==> config.mk <==
export PLATFORM = sky130hd
export DESIGN_NAME = phtk_front
export DESIGN_NICKNAME = d
export VERILOG_FILES = /design/src/phtk_pkg.sv /design/src/phtk_front.sv
export VERILOG_INCLUDE_DIRS = /design/src /design/src/src
export SDC_FILE = /design/constraint.sdc
export NUM_CORES = 1
export LEC_CHECK = 0
export ABC_AREA = 1
export BUFFER_PORTS_ARGS = -buffer_cell sky130_fd_sc_hd__buf_4
export CELL_PAD_IN_SITES_DETAIL_PLACEMENT = 0
export CELL_PAD_IN_SITES_GLOBAL_PLACEMENT = 1
export CORE_MARGIN = 2
export CORE_UTILIZATION = 41
export DETAILED_ROUTE_END_ITERATION = 7
export PLACE_DENSITY_LB_ADDON = 0.1
export SLEW_MARGIN = 20
export SYNTH_ARGS = -nofsm -noshare
export SYNTH_HDL_FRONTEND = slang
export SYNTH_SLANG_ARGS = --single-unit
==> constraint.sdc <==
create_clock -name clk -period 4.2 [get_ports clk]
set_clock_uncertainty 0.05 [all_clocks]
set_input_delay 0.42 -clock clk [delete_from_list [all_inputs] [get_ports clk]]
set_output_delay 0.42 -clock clk [all_outputs]
set_load 0.01 [all_outputs]
==> src/assert_macros.svh <==
// Assertion helpers shared by the RTL files.
`ifndef ASSERT_MACROS_SVH
`define ASSERT_MACROS_SVH

// Implication checked on every clock edge outside reset.
`define ASSERT_IMPL(label, clk, rst_n, cond, prop, msg) \
    label: assert property (@(posedge clk) disable iff (!rst_n) (cond) |-> (prop)) \
        else $error(msg);

// Next-cycle implication checked outside reset.
`define ASSERT_NEXT(label, clk, rst_n, cond, prop, msg) \
    label: assert property (@(posedge clk) disable iff (!rst_n) (cond) |=> (prop)) \
        else $error(msg);

`endif

==> src/phtk_pkg.sv <==
`timescale 1ns / 1ps
package phtk_pkg;

    localparam int unsigned OP_ADD    = 0;
    localparam int unsigned OP_REPORT = 1;

    localparam int unsigned IN_PORT_W  = 16;
    localparam int unsigned DELTA_W    = 32;
    localparam int unsigned RANK_W     = 4;
    localparam int unsigned OUT_PORT_W = 16;
    localparam int unsigned OUT_CNT_W  = 64;

    typedef enum logic [2:0] {
        ST_IDLE,
        ST_CLEAR,
        ST_READ,
        ST_UPDATE,
        ST_TRACK,
        ST_REPORT
    } back_state_t;

endpackage

==> src/phtk_front.sv <==
`timescale 1ns / 1ps
`include "assert_macros.svh"
module phtk_front #(
    parameter int unsigned PORT_BITS = 16
) (
    input  logic                              clk,
    input  logic                              rst_n,
    input  logic                              s_valid,
    output logic                              s_ready,
    input  logic                              s_op,
    input  logic [phtk_pkg::IN_PORT_W-1:0]    s_port,
    input  logic [phtk_pkg::DELTA_W-1:0]      s_delta,
    output logic                              q_valid,
    input  logic                              q_ready,
    output logic                              q_op,
    output logic [PORT_BITS-1:0]              q_port,
    output logic [phtk_pkg::DELTA_W-1:0]      q_delta
);
    import phtk_pkg::*;

    localparam int unsigned QW = 1 + PORT_BITS + DELTA_W;

    logic [QW-1:0] q_mem_reg [2];
    logic          wp_reg, rp_reg;
    logic [1:0]    cnt_reg;
    logic          push, pop;

    assign s_ready = (cnt_reg != 2'd2);
    assign q_valid = (cnt_reg != 2'd0);
    assign push    = s_valid && s_ready;
    assign pop     = q_valid && q_ready;
    assign {q_op, q_port, q_delta} = q_mem_reg[rp_reg];

    always_ff @(posedge clk)
    begin
        if (push)
        begin
            q_mem_reg[wp_reg] <= {s_op, s_port[PORT_BITS-1:0], s_delta};
        end
    end

    always_ff @(posedge clk or negedge rst_n)
    begin
        if (!rst_n)
        begin
            wp_reg  <= 1'b0;
            rp_reg  <= 1'b0;
            cnt_reg <= 2'd0;
        end
        else
        begin
            if (push)
            begin
                wp_reg <= ~wp_reg;
            end
            if (pop)
            begin
                rp_reg <= ~rp_reg;
            end
            cnt_reg <= cnt_reg + {1'b0, push} - {1'b0, pop};
        end
    end

    `ASSERT_IMPL(a_no_overflow, clk, rst_n, cnt_reg == 2'd2, !push, "queue overflow")
    `ASSERT_IMPL(a_cnt_range, clk, rst_n, 1'b1, cnt_reg != 2'd3, "queue count out of range")

endmodule

==> summary.md <==
| Metric | Value |
|---|---|
| CP max-delay cell | `dfrtp_2` |
| Warnings, synthesis | `0` |
| Maximum clock path buffer count | `2` |
| Hold Path Stages | `1` |
| CTS tree | `done` |
| Die boundary width | `100.8 um` |
| FF+latch area | `3044 um2` |
| Fmax | `397.0 MHz` |
| RSZ-0062 raised after global routing | `false` |
| Global-route wire length before repair | `10630 um` |
| Htree depth | `3` |
| Gate power share | `0.341` |
| Die H | `100.8 um` |
| Hold WS | `0.1960 ns` |
| Run status | `finished clean` |
| Pin count of the biggest net entering global routing | `52` |
| Min-delay worst type | `input pin to flip-flop` |
| Least-Margin Pin Slew | `1.059 ns` |
| Synth top cells by count | `160 x nand2_1, 98 x edfxtp_1, 8 x inv_1` |
| Fin. Hold Viols | `0` |
| N_diodes | `0` |
| Synth unique cells | `12` |
| DRT met1 WL | `3038 um` |
| Required @ worst endpoint | `3.73 ns` |
| Register area share after synthesis | `0.7919` |
| Later-pin clock latency in the skew report | `0.35 ns` |
| Placed Cells | `492` |
| Post-Layout Cell Count | `508` |
| Cts bufs inserted | `9` |
| Leakage | `2.104 nW` |
| Syn Area/Cell | `13.34 um2` |
| WP data arrival | `2.05 ns` |
| CTS clk-pin slew, worst paths | `0.09 ns` |
| Syn Inst Count | `288` |
| Period minus WS final | `2.519 ns` |
| Avg WL per Cell | `13.63 um` |
| Top FF cell, synth | `edfxtp_1` |
| Power share of the sequential group | `0.465` |
| 1st-iter DRT viols | `86` |
| Pwr dens | `668.0 nW/um2` |
| WL met2 | `3422 um` |
| Io pins | `104` |
| Crit path top cell by count | `nand2_1` |
| Max FO, Critical Path | `51` |
| Root buf cell | `clkbuf_8` |
| Die Area | `10160 um2` |
| DRC Markers | `0` |
| CP Class | `flip-flop to primary output` |
| Final design utilization | `0.5330` |
| Slew Limit Headroom | `0.2921` |
| DP Area | `4664 um2` |
| # rows | `35` |
| FF-to-FF setup slack | `1.98 ns` |
| Psw | `1.065 mW` |
| Flop and latch count out of synthesis | `102` |
| IO buf count | `103` |
| Initial antenna violation count | `0` |
| Critical path, cell by cell | `inv_8 > nand2_1 > nand2_1 > buf_4` |
| Pre-CTS WS | `1.955 ns` |
| Final WL | `6924 um` |
| RD Place Congestion | `0.6995` |
| Total grt overflow | `0` |
| Synth top area share | `0.7659` |
| Hold endpoint | `q_mem_reg[0][17]` |
| WL met3 | `315 um` |
| Setup Buffers After CTS | `0` |
| Vias/cell | `4.530` |
| Layout Nets | `448` |
| Max Cap Viol | `0` |
| Share of layout cells above drive strength 1 | `0.3073` |
| Setup TNS | `0 ns` |
| Max-slew violations | `0` |
| Core ar. | `9153 um2` |
| CP endpoint kind | `primary output` |
| Reg-to-Reg End | `q_mem_reg[1][0]` |
| Hold Crit Start | `s_delta[17]` |
| Drt first pass iters | `4` |
| Sw frac | `0.3270` |
| Area grow syn2layout | `26.96%` |
| Via count | `2301` |
| Fin area | `4878 um2` |
| Routed Antenna Nets | `0` |
| Synth area leader | `edfxtp_1` |
| Tot GR Track Use | `0.1426` |
| R2r startpoint | `cnt_reg[1]` |
| DR top layer | `met4` |
| Vias in the first global route | `2231` |
| Most frequent cell after synthesis | `nand2_1` |
| Clock Sinks | `102` |
| # fillers | `798` |
| Syn Nets | `343` |
| Final WS setup | `1.681 ns` |
| Flip-flop count of the largest register after layout | `98` |
| Clock power share | `0.194` |
| Syn Std Cell Area | `3842 um2` |
| Internal power | `2.193 mW` |
| Dpl hpwl | `4363 um` |
| Multi-input gate area | `656.9 um2` |
| Peak VDD IR | `0.3222 mV` |
| Pwr Total | `3.259 mW` |
| Initial Util | `0.4198` |
| CP Launch Type | `flip-flop` |
| Worst stage delay on the critical path | `1.01 ns` |
| Number of synthesized flops with an enable pin | `98` |
| Asr flop ratio synth | `0.03922` |
| Final setup violation count | `0` |
| Period utilization | `0.5998` |
| Top cells by area, synth | `edfxtp_1 77%, nand2_1 16%, dfrtp_1 2.6%, buf_6 1.5%, buf_4 0.98%` |
| Worst-case reg-to-reg path depth | `4` |
==> worst max-delay path, delay by kind of cell, from the launching register on <==
kind                   cells  cell delay [ns]
AND/OR/NAND/NOR            2             0.21
flip-flops                 1             1.01
buffers and inverters      2             0.42
==> worst max path at each step <==
stage,from,end,cells past startpoint
floorplan,cnt_reg[1],q_mem_reg[1][0],3
global placement,s_valid,q_mem_reg[1][46],4
detailed placement,s_valid,q_mem_reg[1][46],4
CTS,rp_reg,q_delta[12],4
global route,rp_reg,q_delta[18],4
finish,rp_reg,q_delta[31],4
==> layer usage <==
layer,GRT usage,vias up
met2,0.2338,64
met3,0.03121,12
met5,0,-
met4,0.07587,0
li1,-,1161
met1,0.1768,1064
==> power by group through the flow <==
stage               Sequential (mW)  Clock, mW  Combinational, mW
detailed placement             1.55          0               1.14
finish                         1.51      0.633               1.11
CTS                            1.52      0.653               1.14
floorplan                      1.46          0              0.711
global placement               1.54          0               1.13
global route                   1.54      0.698               1.25
==> layout make-up <==
type,instances,area share
Inverter,9,0.008977
Multi-Input combinational cell,166,0.1346
Tap cell,111,0.02847
Sequential cell,102,0.6240
Timing Repair Buffer,105,0.1621
Clock inverter,4,0.01488
Clock buffer,11,0.02693
==> logic make-up after synthesis <==
group / count (synthesis) / synth area share
flip-flops: 102 / 0.7919
buffers and inverters: 20 / 0.03907
AND/OR/NAND/NOR: 164 / 0.1625
adder cells (fa/ha/maj): 2 / 0.006511
==> cells in the final DEF, fill, tap and decap left out, drive strengths merged <==
cell,Yosys,routed
buf,11,104
bufinv,0,2
clkbuf,0,11
clkinv,0,1
clkinvlp,0,1
dfrtp,4,4
dlygate4sd3,0,1
edfxtp,98,98
ha,2,2
inv,9,9
nand2,160,160
nand3,3,3
nor2,1,1
==> repair_timing <==
item                                   4_1_cts  5_1_grt
endpoints found under the hold margin        4        0
gates resized for setup                      0        0
hold buffers                                 1        0
Note: power is estimated with default switching activity, not from simulation.
